**src/rtl/core/accel_coherence_mode_selector_unit_macros.svh**
```systemverilog
// ----------------------------------------------------------------------------
// Assertion macros for the coherence mode selector
// Immediate-implication and next-cycle checks, compiled out under SYNTH.
// ----------------------------------------------------------------------------
`ifndef ACCEL_COHERENCE_MODE_SELECTOR_UNIT_MACROS_SVH
`define ACCEL_COHERENCE_MODE_SELECTOR_UNIT_MACROS_SVH
`ifndef SYNTH
`define ACMS_ASSERT_IMP(label, ante, cons) \
    label: assert property (@(posedge clk) disable iff (!rst_n) (ante) |-> (cons)) \
        else $error("acms: check failed");
`define ACMS_ASSERT_NXT(label, ante, cons) \
    label: assert property (@(posedge clk) disable iff (!rst_n) (ante) |=> (cons)) \
        else $error("acms: check failed");
`else
`define ACMS_ASSERT_IMP(label, ante, cons)
`define ACMS_ASSERT_NXT(label, ante, cons)
`endif
`endif

```
**src/rtl/core/acms_pkg.sv**
```systemverilog
// ----------------------------------------------------------------------------
// acms_pkg
// Shared widths, codes, types and saturating arithmetic.
// ----------------------------------------------------------------------------
package acms_pkg;

    localparam int ACC_INDEX_W  = 4;
    localparam int IN_BYTES_W   = 24;
    localparam int RATIO_W      = 8;
    localparam int POLICY_W     = 2;
    localparam int MEM_INDEX_W  = 2;
    localparam int MODE_W       = 2;
    localparam int FP_W         = 27;
    localparam int SUM_W        = 32;
    localparam int COUNT_W      = 5;
    localparam int SHIFT_W      = 5;

    // entry index widened to cover up to 128 entries, memory index up to 16
    localparam int ENTRY_WIDE_W = 7;
    localparam int MEM_WIDE_W   = 4;

    localparam logic [COUNT_W-1:0] COUNT_MAX = {COUNT_W{1'b1}};

    localparam int QUEUE_DEPTH  = 2;
    localparam int DIV_STEPS    = IN_BYTES_W;
    localparam int DIV_CNT_W    = $clog2(DIV_STEPS + 1);

    localparam int PADDR_W      = 4;
    localparam int PDATA_W      = 32;
    localparam int REG_IDX_W    = 2;

    localparam logic [REG_IDX_W-1:0] REG_ACCESS_SHIFT  = 2'd0;
    localparam logic [REG_IDX_W-1:0] REG_PRIVATE_CACHE = 2'd1;
    localparam logic [REG_IDX_W-1:0] REG_LLC           = 2'd2;

    localparam logic [SUM_W-1:0] PRIVATE_RESET = 32'd65536;
    localparam logic [SUM_W-1:0] LLC_RESET     = 32'd1048576;

    localparam logic [POLICY_W-1:0] POL_PREFERRED    = 2'd0;
    localparam logic [POLICY_W-1:0] POL_LEAST_LOADED = 2'd1;

    localparam logic FUNC_DONE = 1'b1;

    typedef enum logic [MODE_W-1:0] {
        COH_FULL   = 2'd0,
        COH_LLC    = 2'd1,
        COH_NONCOH = 2'd2
    } coh_mode_t;

    typedef struct packed {
        logic [SHIFT_W-1:0] access_shift;
        logic [SUM_W-1:0]   private_cache_bytes;
        logic [SUM_W-1:0]   llc_bytes;
    } cfg_t;

    typedef struct packed {
        logic                   is_done;
        logic                   in_range;
        logic [ACC_INDEX_W-1:0] acc_index;
        logic [IN_BYTES_W-1:0]  input_bytes;
        logic [RATIO_W-1:0]     ratio;
        logic                   single;
        logic [MEM_INDEX_W-1:0] mem;
    } cmd_t;

    typedef struct packed {
        logic [FP_W-1:0]        fp;
        logic                   single;
        logic [MEM_INDEX_W-1:0] mem;
        coh_mode_t              mode;
    } entry_rec_t;

    localparam int ENTRY_REC_W = $bits(entry_rec_t);

    typedef enum logic [2:0] {
        BK_IDLE,
        BK_LOOKUP,
        BK_RETIRE,
        BK_DIV,
        BK_FP,
        BK_ADD,
        BK_MODE,
        BK_OUT
    } bk_state_t;

    function automatic logic [SUM_W-1:0] sat_add(input logic [SUM_W-1:0] a,
                                                 input logic [SUM_W-1:0] b);
        logic [SUM_W:0] s;
        s = {1'b0, a} + {1'b0, b};
        return s[SUM_W] ? {SUM_W{1'b1}} : s[SUM_W-1:0];
    endfunction

    function automatic logic [SUM_W-1:0] sat_sub(input logic [SUM_W-1:0] a,
                                                 input logic [SUM_W-1:0] b);
        return (b > a) ? {SUM_W{1'b0}} : a - b;
    endfunction

endpackage

```
**src/rtl/core/acms_ram.sv**
```systemverilog
// ----------------------------------------------------------------------------
// acms_ram
// Generic single-write, single-read RAM with registered read data.
// ----------------------------------------------------------------------------
module acms_ram #(
    parameter int WIDTH = 32,
    parameter int DEPTH = 16,
    localparam int AW = (DEPTH > 1) ? $clog2(DEPTH) : 1
) (
    input  logic             clk,
    input  logic             we,
    input  logic [AW-1:0]    waddr,
    input  logic [WIDTH-1:0] wdata,
    input  logic [AW-1:0]    raddr,
    output logic [WIDTH-1:0] rdata
);

    logic [WIDTH-1:0] mem_reg [DEPTH];
    logic [WIDTH-1:0] rdata_reg;

    always_ff @(posedge clk)
    begin
        if (we)
        begin
            mem_reg[waddr] <= wdata;
        end
        rdata_reg <= mem_reg[raddr];
    end

    assign rdata = rdata_reg;

endmodule

```
**src/rtl/core/acms_div.sv**
```systemverilog
// ----------------------------------------------------------------------------
// acms_div
// Radix-2 restoring divider: input size over load/store ratio, one bit a cycle.
// ----------------------------------------------------------------------------
module acms_div
    import acms_pkg::*;
(
    input  logic                  clk,
    input  logic                  rst_n,
    input  logic                  start,
    input  logic [IN_BYTES_W-1:0] dividend,
    input  logic [RATIO_W-1:0]    divisor,
    output logic                  busy,
    output logic [IN_BYTES_W-1:0] quotient
);

    logic                  busy_reg;
    logic                  busy_next;
    logic [DIV_CNT_W-1:0]  cnt_reg;
    logic [DIV_CNT_W-1:0]  cnt_next;
    logic [IN_BYTES_W-1:0] quo_reg;
    logic [RATIO_W-1:0]    rem_reg;
    logic [RATIO_W-1:0]    dvs_reg;
    logic [RATIO_W:0]      shifted;
    logic [RATIO_W:0]      diff;
    logic                  ge;

    assign shifted = {rem_reg, quo_reg[IN_BYTES_W-1]};
    assign diff    = shifted - {1'b0, dvs_reg};
    assign ge      = (shifted >= {1'b0, dvs_reg});

    always_comb
    begin
        busy_next = busy_reg;
        cnt_next  = cnt_reg;
        if (start)
        begin
            busy_next = 1'b1;
            cnt_next  = DIV_CNT_W'(DIV_STEPS);
        end
        else if (busy_reg)
        begin
            cnt_next  = cnt_reg - 1'b1;
            busy_next = (cnt_reg != DIV_CNT_W'(1));
        end
    end

    always_ff @(posedge clk or negedge rst_n)
    begin
        if (!rst_n)
        begin
            busy_reg <= 1'b0;
            cnt_reg  <= '0;
        end
        else
        begin
            busy_reg <= busy_next;
            cnt_reg  <= cnt_next;
        end
    end

    always_ff @(posedge clk)
    begin
        if (start)
        begin
            quo_reg <= dividend;
            rem_reg <= '0;
            dvs_reg <= divisor;
        end
        else if (busy_reg)
        begin
            quo_reg <= {quo_reg[IN_BYTES_W-2:0], ge};
            rem_reg <= ge ? diff[RATIO_W-1:0] : shifted[RATIO_W-1:0];
        end
    end

    assign busy     = busy_reg;
    assign quotient = quo_reg;

endmodule

```
**src/rtl/core/acms_front.sv**
```systemverilog
// ----------------------------------------------------------------------------
// acms_front
// Takes event beats and classifies them into queue commands.
// ----------------------------------------------------------------------------
module acms_front
    import acms_pkg::*;
#(
    parameter int NUM_ACCELERATORS = 16,
    parameter int NUM_MEMORIES     = 4
) (
    input  logic                   in_valid,
    output logic                   in_stall,
    input  logic                   func,
    input  logic [ACC_INDEX_W-1:0] acc_index,
    input  logic [IN_BYTES_W-1:0]  input_bytes,
    input  logic [RATIO_W-1:0]     load_store_ratio,
    input  logic [POLICY_W-1:0]    policy,
    input  logic [MEM_INDEX_W-1:0] mem_index,
    input  logic                   q_full,
    output logic                   push,
    output cmd_t                   push_item
);

    assign in_stall = q_full;
    assign push     = in_valid && !q_full;

    always_comb
    begin
        push_item.is_done     = (func == FUNC_DONE);
        push_item.in_range    = (32'(acc_index) < NUM_ACCELERATORS);
        push_item.acc_index   = acc_index;
        push_item.input_bytes = input_bytes;
        // zero ratio counts as one
        push_item.ratio       = (load_store_ratio == '0) ?
                                {{(RATIO_W-1){1'b0}}, 1'b1} : load_store_ratio;
        push_item.single      = (policy == POL_PREFERRED) || (policy == POL_LEAST_LOADED);
        // index is below twice the memory count, one subtract wraps it
        push_item.mem         = (32'(mem_index) >= NUM_MEMORIES) ?
                                MEM_INDEX_W'(32'(mem_index) - NUM_MEMORIES) : mem_index;
    end

endmodule

```
**src/rtl/core/acms_queue.sv**
```systemverilog
// ----------------------------------------------------------------------------
// acms_queue
// Two-entry command queue between the front and back ends.
// ----------------------------------------------------------------------------
module acms_queue
    import acms_pkg::*;
(
    input  logic clk,
    input  logic rst_n,
    input  logic push,
    input  cmd_t push_item,
    output logic full,
    input  logic pop,
    output logic q_valid,
    output cmd_t q_item
);

    localparam int PTR_W = (QUEUE_DEPTH > 1) ? $clog2(QUEUE_DEPTH) : 1;
    localparam int CNT_W = $clog2(QUEUE_DEPTH + 1);

    cmd_t             slot_reg [QUEUE_DEPTH];
    logic [PTR_W-1:0] wr_ptr_reg;
    logic [PTR_W-1:0] wr_ptr_next;
    logic [PTR_W-1:0] rd_ptr_reg;
    logic [PTR_W-1:0] rd_ptr_next;
    logic [CNT_W-1:0] cnt_reg;
    logic [CNT_W-1:0] cnt_next;

    assign full    = (cnt_reg == CNT_W'(QUEUE_DEPTH));
    assign q_valid = (cnt_reg != '0);
    assign q_item  = slot_reg[rd_ptr_reg];

    always_comb
    begin
        wr_ptr_next = wr_ptr_reg;
        rd_ptr_next = rd_ptr_reg;
        cnt_next    = cnt_reg;
        if (push)
        begin
            wr_ptr_next = (wr_ptr_reg == PTR_W'(QUEUE_DEPTH - 1)) ? '0 : wr_ptr_reg + 1'b1;
        end
        if (pop)
        begin
            rd_ptr_next = (rd_ptr_reg == PTR_W'(QUEUE_DEPTH - 1)) ? '0 : rd_ptr_reg + 1'b1;
        end
        if (push && !pop)
        begin
            cnt_next = cnt_reg + 1'b1;
        end
        else if (pop && !push)
        begin
            cnt_next = cnt_reg - 1'b1;
        end
    end

    always_ff @(posedge clk or negedge rst_n)
    begin
        if (!rst_n)
        begin
            wr_ptr_reg <= '0;
            rd_ptr_reg <= '0;
            cnt_reg    <= '0;
        end
        else
        begin
            wr_ptr_reg <= wr_ptr_next;
            rd_ptr_reg <= rd_ptr_next;
            cnt_reg    <= cnt_next;
        end
    end

    always_ff @(posedge clk)
    begin
        if (push)
        begin
            slot_reg[wr_ptr_reg] <= push_item;
        end
    end

endmodule

```
**src/rtl/core/acms_back.sv**
```systemverilog
// ----------------------------------------------------------------------------
// acms_back
// Executes queued commands: entry lookup, retire, footprint, sums, mode.
// ----------------------------------------------------------------------------
`include "accel_coherence_mode_selector_unit_macros.svh"

module acms_back
    import acms_pkg::*;
#(
    parameter int NUM_ACCELERATORS = 16,
    parameter int NUM_MEMORIES     = 4
) (
    input  logic                   clk,
    input  logic                   rst_n,
    input  cfg_t                   cfg,
    input  logic                   q_valid,
    input  cmd_t                   q_item,
    output logic                   pop,
    output logic                   out_valid,
    input  logic                   out_stall,
    output logic [MODE_W-1:0]      coherence,
    output logic [FP_W-1:0]        entry_footprint,
    output logic [SUM_W-1:0]       total_footprint,
    output logic [COUNT_W-1:0]     active_count
);

    localparam int AW = (NUM_ACCELERATORS > 1) ? $clog2(NUM_ACCELERATORS) : 1;
    localparam int MW = $clog2(NUM_MEMORIES);

    bk_state_t        state_reg;
    bk_state_t        state_next;

    cmd_t             cur_reg;
    logic [FP_W-1:0]  st_fp_reg;
    logic             st_single_reg;
    logic [MEM_INDEX_W-1:0] st_mem_reg;
    coh_mode_t        st_mode_reg;
    logic             st_active_reg;
    logic [FP_W-1:0]  fp_reg;
    coh_mode_t        mode_reg;

    logic [NUM_ACCELERATORS-1:0] active_reg;
    logic [NUM_ACCELERATORS-1:0] written_reg;
    logic [SUM_W-1:0]   mem_load_reg [NUM_MEMORIES];
    logic [SUM_W-1:0]   total_reg;
    logic [COUNT_W-1:0] count_reg;

    logic               out_valid_reg;
    coh_mode_t          out_mode_reg;
    logic [FP_W-1:0]    out_fp_reg;
    logic [SUM_W-1:0]   out_total_reg;
    logic [COUNT_W-1:0] out_count_reg;

    logic               div_start;
    logic               div_busy;
    logic [IN_BYTES_W-1:0] div_q;
    logic               do_retire;
    logic               do_fp;
    logic               do_add;
    logic               ram_we;
    logic               out_load;

    logic [ENTRY_WIDE_W-1:0] q_entry_wide;
    logic [ENTRY_WIDE_W-1:0] cur_entry_wide;
    logic [AW-1:0]           raddr;
    logic [AW-1:0]           cur_addr;
    logic [MEM_WIDE_W-1:0]   cur_mem_wide;
    logic [MEM_WIDE_W-1:0]   st_mem_wide;
    logic [MW-1:0]           cur_msel;
    logic [MW-1:0]           st_msel;

    logic [ENTRY_REC_W-1:0]  ram_rdata;
    entry_rec_t              rd_rec;
    entry_rec_t              wr_rec;

    logic [SUM_W-1:0]   st_fp32;
    logic [SUM_W-1:0]   fp32;
    logic [SUM_W-1:0]   sel_load;
    logic [SUM_W-1:0]   thresh;
    coh_mode_t          mode_calc;
    logic [IN_BYTES_W:0] fp_sum;

    assign q_entry_wide   = {{(ENTRY_WIDE_W-ACC_INDEX_W){1'b0}}, q_item.acc_index};
    assign cur_entry_wide = {{(ENTRY_WIDE_W-ACC_INDEX_W){1'b0}}, cur_reg.acc_index};
    assign raddr          = q_entry_wide[AW-1:0];
    assign cur_addr       = cur_entry_wide[AW-1:0];
    assign cur_mem_wide   = {{(MEM_WIDE_W-MEM_INDEX_W){1'b0}}, cur_reg.mem};
    assign st_mem_wide    = {{(MEM_WIDE_W-MEM_INDEX_W){1'b0}}, st_mem_reg};
    assign cur_msel       = cur_mem_wide[MW-1:0];
    assign st_msel        = st_mem_wide[MW-1:0];

    assign st_fp32 = {{(SUM_W-FP_W){1'b0}}, st_fp_reg};
    assign fp32    = {{(SUM_W-FP_W){1'b0}}, fp_reg};
    assign rd_rec  = entry_rec_t'(ram_rdata);
    assign fp_sum  = (IN_BYTES_W+1)'(cur_reg.input_bytes >> cfg.access_shift)
                   + (IN_BYTES_W+1)'(div_q);

    acms_div u_div (
        .clk      (clk),
        .rst_n    (rst_n),
        .start    (div_start),
        .dividend (q_item.input_bytes),
        .divisor  (q_item.ratio),
        .busy     (div_busy),
        .quotient (div_q)
    );

    acms_ram #(
        .WIDTH (ENTRY_REC_W),
        .DEPTH (NUM_ACCELERATORS)
    ) u_entry_ram (
        .clk   (clk),
        .we    (ram_we),
        .waddr (cur_addr),
        .wdata (wr_rec),
        .raddr (raddr),
        .rdata (ram_rdata)
    );

    // next state
    always_comb
    begin
        state_next = state_reg;
        unique case (state_reg)
            BK_IDLE:   if (q_valid) state_next = BK_LOOKUP;
            BK_LOOKUP: state_next = cur_reg.in_range ? BK_RETIRE : BK_OUT;
            BK_RETIRE: state_next = cur_reg.is_done ? BK_OUT : BK_DIV;
            BK_DIV:    if (!div_busy) state_next = BK_FP;
            BK_FP:     state_next = BK_ADD;
            BK_ADD:    state_next = BK_MODE;
            BK_MODE:   state_next = BK_OUT;
            BK_OUT:    if (!out_valid_reg || !out_stall) state_next = BK_IDLE;
        endcase
    end

    // control outputs
    always_comb
    begin
        pop       = (state_reg == BK_IDLE) && q_valid;
        div_start = pop && !q_item.is_done && q_item.in_range;
        do_retire = (state_reg == BK_RETIRE) && st_active_reg;
        do_fp     = (state_reg == BK_FP);
        do_add    = (state_reg == BK_ADD);
        ram_we    = (state_reg == BK_MODE);
        out_load  = (state_reg == BK_OUT) && (!out_valid_reg || !out_stall);
    end

    always_comb
    begin
        sel_load = cur_reg.single ? mem_load_reg[cur_msel] : total_reg;
        thresh   = cur_reg.single ? {1'b0, cfg.llc_bytes[SUM_W-1:1]} : cfg.llc_bytes;
        priority if (fp32 < cfg.private_cache_bytes)
        begin
            mode_calc = COH_FULL;
        end
        else if (sel_load > thresh)
        begin
            mode_calc = COH_NONCOH;
        end
        else
        begin
            mode_calc = COH_LLC;
        end
        wr_rec.fp     = fp_reg;
        wr_rec.single = cur_reg.single;
        wr_rec.mem    = cur_reg.mem;
        wr_rec.mode   = mode_calc;
    end

    always_ff @(posedge clk or negedge rst_n)
    begin
        if (!rst_n)
        begin
            state_reg     <= BK_IDLE;
            active_reg    <= '0;
            written_reg   <= '0;
            total_reg     <= '0;
            count_reg     <= '0;
            out_valid_reg <= 1'b0;
            for (int i = 0; i < NUM_MEMORIES; i++)
            begin
                mem_load_reg[i] <= '0;
            end
        end
        else
        begin
            state_reg <= state_next;
            if (do_retire)
            begin
                active_reg[cur_addr] <= 1'b0;
                if (count_reg != '0)
                begin
                    count_reg <= count_reg - 1'b1;
                end
                total_reg <= sat_sub(total_reg, st_fp32);
                if (st_single_reg)
                begin
                    mem_load_reg[st_msel] <= sat_sub(mem_load_reg[st_msel], st_fp32);
                end
                else
                begin
                    mem_load_reg[0] <= sat_sub(mem_load_reg[0], st_fp32 >> 1);
                    mem_load_reg[1] <= sat_sub(mem_load_reg[1], st_fp32 >> 1);
                end
            end
            if (do_add)
            begin
                active_reg[cur_addr] <= 1'b1;
                if (count_reg != COUNT_MAX)
                begin
                    count_reg <= count_reg + 1'b1;
                end
                total_reg <= sat_add(total_reg, fp32);
                if (cur_reg.single)
                begin
                    mem_load_reg[cur_msel] <= sat_add(mem_load_reg[cur_msel], fp32);
                end
                else
                begin
                    mem_load_reg[0] <= sat_add(mem_load_reg[0], fp32 >> 1);
                    mem_load_reg[1] <= sat_add(mem_load_reg[1], fp32 >> 1);
                end
            end
            if (ram_we)
            begin
                written_reg[cur_addr] <= 1'b1;
            end
            if (out_load)
            begin
                out_valid_reg <= 1'b1;
            end
            else if (!out_stall)
            begin
                out_valid_reg <= 1'b0;
            end
        end
    end

    always_ff @(posedge clk)
    begin
        if (pop)
        begin
            cur_reg <= q_item;
        end
        if (state_reg == BK_LOOKUP)
        begin
            // unwritten entries read as zero
            if (cur_reg.in_range && written_reg[cur_addr])
            begin
                st_fp_reg     <= rd_rec.fp;
                st_single_reg <= rd_rec.single;
                st_mem_reg    <= rd_rec.mem;
                st_mode_reg   <= rd_rec.mode;
            end
            else
            begin
                st_fp_reg     <= '0;
                st_single_reg <= 1'b0;
                st_mem_reg    <= '0;
                st_mode_reg   <= COH_FULL;
            end
            st_active_reg <= cur_reg.in_range && active_reg[cur_addr];
        end
        if (do_fp)
        begin
            fp_reg <= {fp_sum, 2'b00};
        end
        if (ram_we)
        begin
            mode_reg <= mode_calc;
        end
        if (out_load)
        begin
            out_total_reg <= total_reg;
            out_count_reg <= count_reg;
            if (!cur_reg.in_range)
            begin
                out_mode_reg <= COH_FULL;
                out_fp_reg   <= '0;
            end
            else if (cur_reg.is_done)
            begin
                out_mode_reg <= st_mode_reg;
                out_fp_reg   <= st_fp_reg;
            end
            else
            begin
                out_mode_reg <= mode_reg;
                out_fp_reg   <= fp_reg;
            end
        end
    end

    assign out_valid       = out_valid_reg;
    assign coherence       = out_mode_reg;
    assign entry_footprint = out_fp_reg;
    assign total_footprint = out_total_reg;
    assign active_count    = out_count_reg;

    `ACMS_ASSERT_IMP(a_div_idle_between_cmds, state_reg == BK_IDLE, !div_busy)
    `ACMS_ASSERT_IMP(a_ram_write_invoke_only, ram_we, cur_reg.in_range && !cur_reg.is_done)
    `ACMS_ASSERT_NXT(a_mode_marks_entry, state_reg == BK_MODE, written_reg[cur_addr] && active_reg[cur_addr])
    `ACMS_ASSERT_IMP(a_count_tracks_active, (NUM_ACCELERATORS < 32) && (state_reg == BK_IDLE), 32'(count_reg) == $countones(active_reg))

endmodule

```
**src/rtl/core/accel_coherence_mode_selector_unit.sv**
```systemverilog
// ----------------------------------------------------------------------------
// accel_coherence_mode_selector_unit
// Tracks accelerator footprints and memory loads, picks a coherence mode.
//
//   channel | direction | handshake        | payload
//   --------+-----------+------------------+-----------------------------------
//   in      | input     | in_valid/stall   | func acc_index input_bytes
//           |           |                  | load_store_ratio policy mem_index
//   out     | output    | out_valid/stall  | coherence entry_footprint
//           |           |                  | total_footprint active_count
//   apb     | input     | psel/penable     | paddr pwdata prdata (pready = 1)
//
// Invoke beat: lookup, retire, radix-2 divide (input_bytes / load_store_ratio),
// footprint, add, mode, output. Done beat: lookup, retire, output.
// Out-of-range beat: lookup, output. Beats reach the back end via the queue.
// Reset clears sums, count and the entry flag vectors at once; no clearing pass.
// A two-deep command queue lets in accept while a command runs; the output
// register holds a result under out_stall while the next command proceeds.
// ----------------------------------------------------------------------------
module accel_coherence_mode_selector_unit
    import acms_pkg::*;
#(
    parameter int NUM_ACCELERATORS = 16,
    parameter int NUM_MEMORIES     = 4
) (
    input  logic                   clk,
    input  logic                   rst_n,
    input  logic                   in_valid,
    output logic                   in_stall,
    input  logic                   func,
    input  logic [ACC_INDEX_W-1:0] acc_index,
    input  logic [IN_BYTES_W-1:0]  input_bytes,
    input  logic [RATIO_W-1:0]     load_store_ratio,
    input  logic [POLICY_W-1:0]    policy,
    input  logic [MEM_INDEX_W-1:0] mem_index,
    output logic                   out_valid,
    input  logic                   out_stall,
    output logic [MODE_W-1:0]      coherence,
    output logic [FP_W-1:0]        entry_footprint,
    output logic [SUM_W-1:0]       total_footprint,
    output logic [COUNT_W-1:0]     active_count,
    input  logic                   psel,
    input  logic                   penable,
    input  logic                   pwrite,
    input  logic [PADDR_W-1:0]     paddr,
    input  logic [PDATA_W-1:0]     pwdata,
    output logic [PDATA_W-1:0]     prdata,
    output logic                   pready
);

    cfg_t                 cfg_reg;
    logic                 cfg_we;
    logic [REG_IDX_W-1:0] reg_idx;

    logic                 q_full;
    logic                 q_push;
    cmd_t                 q_push_item;
    logic                 q_pop;
    logic                 q_valid;
    cmd_t                 q_item;

    assign pready  = 1'b1;
    assign reg_idx = paddr[PADDR_W-1:2];
    assign cfg_we  = psel && penable && pwrite && pready;

    always_ff @(posedge clk or negedge rst_n)
    begin
        if (!rst_n)
        begin
            cfg_reg.access_shift        <= '0;
            cfg_reg.private_cache_bytes <= PRIVATE_RESET;
            cfg_reg.llc_bytes           <= LLC_RESET;
        end
        else if (cfg_we)
        begin
            unique case (reg_idx)
                REG_ACCESS_SHIFT:  cfg_reg.access_shift        <= pwdata[SHIFT_W-1:0];
                REG_PRIVATE_CACHE: cfg_reg.private_cache_bytes <= pwdata;
                REG_LLC:           cfg_reg.llc_bytes           <= pwdata;
                default:           ;
            endcase
        end
    end

    always_comb
    begin
        unique case (reg_idx)
            REG_ACCESS_SHIFT:  prdata = {{(PDATA_W-SHIFT_W){1'b0}}, cfg_reg.access_shift};
            REG_PRIVATE_CACHE: prdata = cfg_reg.private_cache_bytes;
            REG_LLC:           prdata = cfg_reg.llc_bytes;
            default:           prdata = '0;
        endcase
    end

    acms_front #(
        .NUM_ACCELERATORS (NUM_ACCELERATORS),
        .NUM_MEMORIES     (NUM_MEMORIES)
    ) u_front (
        .in_valid         (in_valid),
        .in_stall         (in_stall),
        .func             (func),
        .acc_index        (acc_index),
        .input_bytes      (input_bytes),
        .load_store_ratio (load_store_ratio),
        .policy           (policy),
        .mem_index        (mem_index),
        .q_full           (q_full),
        .push             (q_push),
        .push_item        (q_push_item)
    );

    acms_queue u_queue (
        .clk       (clk),
        .rst_n     (rst_n),
        .push      (q_push),
        .push_item (q_push_item),
        .full      (q_full),
        .pop       (q_pop),
        .q_valid   (q_valid),
        .q_item    (q_item)
    );

    acms_back #(
        .NUM_ACCELERATORS (NUM_ACCELERATORS),
        .NUM_MEMORIES     (NUM_MEMORIES)
    ) u_back (
        .clk             (clk),
        .rst_n           (rst_n),
        .cfg             (cfg_reg),
        .q_valid         (q_valid),
        .q_item          (q_item),
        .pop             (q_pop),
        .out_valid       (out_valid),
        .out_stall       (out_stall),
        .coherence       (coherence),
        .entry_footprint (entry_footprint),
        .total_footprint (total_footprint),
        .active_count    (active_count)
    );

endmodule

```
**config.mk**
```make
export PLATFORM = sky130hd
export DESIGN_NAME = accel_coherence_mode_selector_unit
export DESIGN_NICKNAME = d
export VERILOG_FILES = /design/src/rtl/core/acms_pkg.sv /design/src/rtl/core/acms_ram.sv /design/src/rtl/core/acms_div.sv /design/src/rtl/core/acms_front.sv /design/src/rtl/core/acms_queue.sv /design/src/rtl/core/acms_back.sv /design/src/rtl/core/accel_coherence_mode_selector_unit.sv
export VERILOG_INCLUDE_DIRS = /design/src /design/src/rtl/core
export SDC_FILE = /design/constraint.sdc
export NUM_CORES = 2
export LEC_CHECK = 0
export BUFFER_PORTS_ARGS = -buffer_cell sky130_fd_sc_hd__buf_2
export CAP_MARGIN = 20
export CORE_ASPECT_RATIO = 1.1
export CORE_MARGIN = 1.5
export CORE_UTILIZATION = 40
export DETAILED_ROUTE_END_ITERATION = 12
export HOLD_SLACK_MARGIN = 0.03
export PLACE_DENSITY = 0.63
export SYNTH_ARGS = -nofsm -noshare
export SYNTH_HDL_FRONTEND = slang
export SYNTH_SLANG_ARGS = --single-unit
```
**constraint.sdc**
```tcl
create_clock -name clk -period 10 [get_ports clk]
set_input_delay 3 -clock clk [delete_from_list [all_inputs] [get_ports clk]]
set_output_delay 3 -clock clk [all_outputs]
set_load 0.01 [all_outputs]
```
# After elaboration in Yosys (flattened, before gate mapping)

Memories as Yosys holds them, arrays and structs flattened. A register that Yosys moved wholly into a read port is not among the register bits.
Index checks and enable logic that the tools add are counted.

Order comparisons: 13
Reduce and logical (&&, ||, !) cells: 37
Equal/unequal tests: 17
Multiplexer cells: 71
Shifts and indexed selects: 1
Bitwise logic cells: 6
Add/sub/neg operators: 17

Operator list:

| kind                                            | count |
|---|---|
| 32-bit two-way mux                              | 18 |
| 128-bit bitwise mux                             | 2 |
| 128-bit two-way mux                             | 2 |
| 64-bit two-way mux                              | 4 |
| 32-bit binary-select mux with 2-bit select      | 2 |
| 32-bit demux with 2-bit select                  | 2 |
| 32-bit one-hot mux with 3 select lines          | 1 |
| 32-bit by 26-bit adder with 33-bit output       | 2 |
| 32-bit by 27-bit adder with 33-bit output       | 2 |
| 26-bit by 32-bit > comparator with 1-bit output | 2 |
| 27-bit by 32-bit > comparator with 1-bit output | 2 |
| 32-bit by 26-bit subtractor with 32-bit output  | 2 |
| 32-bit by 27-bit subtractor with 32-bit output  | 2 |
| 24-bit two-way mux                              | 2 |
| 32-bit > comparator                             | 1 |
| 27-bit by 32-bit < comparator with 1-bit output | 1 |
| 16-bit two-way mux                              | 2 |
| 16-bit OR                                       | 2 |
| 5-bit two-way mux                               | 6 |
| 27-bit two-way mux                              | 1 |
| 25-bit by 24-bit adder with 25-bit output       | 1 |
| 24-bit by 5-bit >> shifter with 25-bit output   | 1 |
| 3-bit one-hot mux with 8 select lines           | 1 |
| 16-bit AND                                      | 1 |
| other kinds (39)                                | 100 |

Memory bits (writable): 560
Register bits after elaboration: 511
Memories: 2
Output and inout port bits: 101
Logic and storage cells: 204

Memory list:

| name                       | words | width | rd ports | clocked after Yosys merged registers in | write ports | line             | source |
|---|---|---|---|---|---|---|---|
| u_back.u_entry_ram.mem_reg | 16    | 30    | 1        | 1                                       | 1           | acms_ram.sv:18   | `logic [WIDTH-1:0] mem_reg [DEPTH];` |
| u_queue.slot_reg           | 2     | 40    | 1        | 0                                       | 1           | acms_queue.sv:21 | `cmd_t slot_reg [QUEUE_DEPTH];` |

# Depth between registers and ports, before layout

Word-level depth: 12
Depth in mapped cells: 22
Mapped depth without buffers: 20

# Modules after synthesis

A second synthesis with hierarchy kept.

Cell total of the unflattened synthesis: 5052
Area, all modules: 61591.6 um^2

Modules (own cells, without submodules):

| module                             | area each (um^2) | sequential area each (um^2) | cells each | instances |
|---|---|---|---|---|
| acms_back                          | 32631.3          | 9804.4                      | 3634       | 1 |
| acms_ram                           | 19835.3          | 16015.4                     | 838        | 1 |
| acms_queue                         | 3350.7           | 2562.5                      | 144        | 1 |
| accel_coherence_mode_selector_unit | 3135.5           | 1729.2                      | 203        | 1 |
| acms_div                           | 2326.0           | 1271.2                      | 187        | 1 |
| acms_front                         | 312.8            | 0.0                         | 46         | 1 |

# Worst setup path after synthesis

No wires, ideal clock.

Path kind: input-to-output
Start point: in paddr[2]
End point: out prdata[11]
Path slack: 2731 ps
Path buffers: 3
Arrival time: 4269 ps
Cell stages on the path: 5
Cell sequence: clkbuf_1 nor2b_1 clkbuf_1 clkbuf_1 a22o_1

Word-level cells in the longest chain between the ends: 2
Elaborated cells on any way between the ends: 4
Those cells by class: eq/ne (2); mux (1); reduce/logical (1)

RTL lines:

| what                                       | line                                     | source |
|---|---|---|
| start, declared                            | accel_coherence_mode_selector_unit.sv:45 | `input logic [PADDR_W-1:0] paddr,` |
| 2-bit == test (tied with other cells)      | accel_coherence_mode_selector_unit.sv:87 | `unique case (reg_idx)` |
| 32-bit one-hot mux with 3 select lines (*) | accel_coherence_mode_selector_unit.sv:87 |  |
| end, declared                              | accel_coherence_mode_selector_unit.sv:47 | `output logic [PDATA_W-1:0] prdata,` |

Mark *: on every way between the ends. The rest lies on a longest branch, timed or not.

# Final worst setup path

Start point: in paddr[2]
End point: out prdata[16]

The elaborated chain is that of the path after synthesis.

==> flow_summary_export.csv <==
group,metric,value,unit
logic_synthesis,synth_compound_area_frac,0.163,
clocking,cts_tree,"yes",
floorplanning,start_util,0.404,
placement,gp_congestion,0.962,
floorplanning,rows,148,
clocking,postCtsHoldBufs,0,
grt,grt_first_pass_wirelength,281,mm
timing,drv_slew,0,
logic_synthesis,netlist_instances,5538,
power_and_ir_drop,power_density,353,nW/um2
setup_path,worstSetupEndpointType,"output pin",
timing,worst_pin_slew,1.28,ns
setup_path,regToRegStartpoint,"u_back.cur_msel[0]",
setup_path,critPathArrivalTime,4.60,ns
floorplanning,io_pins,185,
layout,fin_nets,6032,
min_path,holdCritStartpoint,"u_back.written_reg[6]",
grt,grt_max_degree,203,
setup_path,cpMaxStageDelayCell,"nor2b_2",
clocking,root_buffer,"clkbuf_16",
logic_synthesis,avgSynthCellArea,10.8,um2
clocking,cts.sinks,1062,
floorplanning,die_w,372,um
setup_path,cpPeakStageDelay,0.92,ns
logic_synthesis,synth_top_family_by_area,"compound AO/OA/AOI/OAI gates",
grt,grt_pass1_vias,44400,
timing,finalSetupViolations,0,
timing,relSlewSlack,0.145,
layout,n_fill_cell,13600,
timing,hold_viol,0,
logic_synthesis,ys_ff_latch,1062,
timing,rsz0062_at_grt,"no",
grt,grt_overflow,0,
setup_path,crit_path_frequent_cell,"buf_2",
power_and_ir_drop,p_leak,26.1,nW
min_path,holdPathEnd,"u_back.written_reg[6]",
clocking,insertion_delay,0.76,ns
timing,final.setup.tns,0,ns
timing,fin_skew,0.0649,ns
power_and_ir_drop,peakVddDrop,197,uV
routing,drc,0,
setup_path,worstPathCellList,"buf_2 > nor2b_2 > a22o_1 > buf_2",
logic_synthesis,synth_cell_types,108,
floorplanning,die_y,409,um
routing,antenna_left,0,
routing,drt_iter0_markers,4597,
logic_synthesis,synthAdderAreaFrac,0.0663,
grt,grt_usage,0.245,
timing,min_period,7.60,ns
grt,antenna_found_initial,8,
logic_synthesis,synth_edf_count,745,
logic_synthesis,synth_async_sr_flop_share,0.263,
routing,wl_per_cell,24.7,um
setup_path,cp.required,7.00,ns
routing,vias_per_cell,6.03,
floorplanning,core_area,148000,um2
logic_synthesis,synth-main-ff-cell,"edfxtp_1",
run,maxCapViolCount,0,
clocking,htreeDepth,3,
layout,largest_reg_flops,480,
clocking,postCtsResizedCells,0,
min_path,hold_depth,1,
placement,io_buffer_count,178,
layout,synthToLayoutAreaGrowth,11.8,%
routing,vias,46400,
clocking,numCtsBuffers,111,
clocking,clk_path_buf_depth,3,
setup_path,critPathKind,"in -> out",
layout,final_layout_size_suffix_gt1_frac,0.144,
logic_synthesis,seq_area_frac_synth,0.504,
power_and_ir_drop,power,23.6,mW
min_path,hold_class,"reg -> reg",
timing,fmax,0.132,GHz
placement,place_hpwl,129,mm
logic_synthesis,synth_mux_area_frac,0.0781,
logic_synthesis,synth_xor_xnor_area_share,0.0283,
routing,drt-total-wl,190,mm
setup_path,cp-start-kind,"input port",
floorplanning,die_area,152000,um2
setup_path,cp_max_fo,27,
routing,dr.pass1.iters,6,
logic_synthesis,synth_warnings,0,
timing,fin_crit_sh,0.760,
clocking,clk_pin_slew_worst_paths,0.06,ns
logic_synthesis,synth-simple-area-share,0.132,
setup_path,worst_r2r_path_depth,17,
status,outcome,"finished clean",
setup_path,reg2reg_slack,4.21,ns
logic_synthesis,syn-cell-area,59800,um2
setup_path,worstReg2RegEnd,"u_back.mem_load_reg[74]",
clocking,cts_setup_buffers,0,
## kinds of logic (layout without fill, tap and decap cells)
logic type                 Yosys count  count (layout)
and+or+nand+nor                   1711            1711
AOI/OAI and AO/OA                 1475            1475
DFF                               1062            1062
buffers and inverters              447             643
muxes                              337             337
adders and majority gates          311             311
xor gates and xnor gates           193             193
other                                2               5
## worst max path at each step
| stage | start | end | slack (ns) | cells after the start |
|---|---|---|---|---|
| 2_1_floorplan | paddr[2] | prdata[11] | 2.73 | 5 |
| 3_3_place_gp | paddr[3] | prdata[3] | 2.57 | 5 |
| 3_5_place_dp | paddr[2] | prdata[16] | 2.43 | 4 |
| 4_1_cts | paddr[2] | prdata[16] | 2.42 | 4 |
| 5_1_grt | paddr[2] | prdata[7] | 2.31 | 4 |
| 6_report | paddr[2] | prdata[16] | 2.40 | 4 |
## stage by stage
step                std cells  hold slack [ns]  instance area, um2   util  setup slack, ns
detailed placement       7471            0.448               63000  0.425             2.43
floorplan                5539            0.423               59800      -             2.73
global route             7685            0.477               66900  0.451             2.31
CTS                      7682            0.464               66800  0.451             2.42
finish                   7687            0.466               66900  0.451             2.40
global placement         7471            0.445               63000  0.425             2.57
## where the power goes
group	internal [mW]	switching [mW]	total (mW)
logic	4.67	7.55	12.2
registers	6.06	0.981	7.04
clock network	2.53	1.84	4.37
## area by class of cell
class	count	area [um2]	share of cell area
flip-flops and latches	1062	30100	0.450
diodes	2	5.00	0.0000749
clock inverters	70	890	0.0133
inverters	146	556	0.00831
well taps	1950	2440	0.0365
clock buffers	141	2960	0.0443
multi-input cells	4030	28100	0.421
repair buffers	286	1750	0.0261
## critical path, delay by kind of cell
kind,cells,cell delay [ns]
buffers and inverters,2,0.37
AND/OR/NAND/NOR,1,0.92
AO/OA/AOI/OAI,1,0.30
## routing by layer
layer  routed length (um)  part of all wire  vias up  GRT usage
met5                   27           0.00014        -          0
met4                 8100             0.043        6      0.103
met3                17400             0.092      357     0.0558
met2                87700              0.46     2032      0.388
met1                76800              0.40    23000      0.321
li1                     -                 -    21000          -
## synth_stat cells, drive strengths merged, types with 11 or more instances
library cell,number,area [um2]
nand2,803,3020
edfxtp,745,22400
a21oi,378,1900
o21ai,328,1660
ha,301,3770
dfrtp,277,6930
nor2,267,1020
clkbuf,245,920
mux2,169,1900
inv,144,541
xnor2,127,1110
and3,118,738
nand3,113,571
a21o,102,766
a31oi,101,647
nor3,98,495
a211oi,89,668
mux4,87,1960
mux2i,81,811
a311oi,68,602
xor2,66,578
nand2b,63,394
o21a,61,458
and2,59,372
buf,56,277
nor2b,45,282
or2,40,253
dfxtp,38,761
a22o,36,315
o211ai,33,258
o22ai,31,200
nand4,26,163
or3,23,144
a221oi,22,229
a222oi,22,220
a22oi,22,165
o21bai,19,146
o31ai,19,143
nor4,14,87.6
o31a,12,105
a21boi,11,82.6
nand3b,11,82.6
o221ai,11,96.3
o2bb2ai,11,96.3
## cells in the final DEF (no fill, tap or decap), types with 31 or more instances in the layout
master and instances:
nand2_1 801, edfxtp_1 745, a21oi_1 376, o21ai_0 314, ha_1 301, dfrtp_1 276, nor2_1 259, buf_2 177
mux2_2 169, inv_1 142, xnor2_1 127, and3_1 117, nand3_1 112, clkbuf_16 111, buf_4 105, a21o_1 102
a31oi_1 100, a211oi_1 89, nor3_1 89, mux4_2 87, mux2i_1 78, a311oi_1 67, xor2_1 66, nand2b_1 63
o21a_1 61, and2_1 51, nor2b_1 43, or2_2 38, dfxtp_1 38, a22o_1 36, o211ai_1 31
No activity file was read; power rests on OpenSTA's default activity.
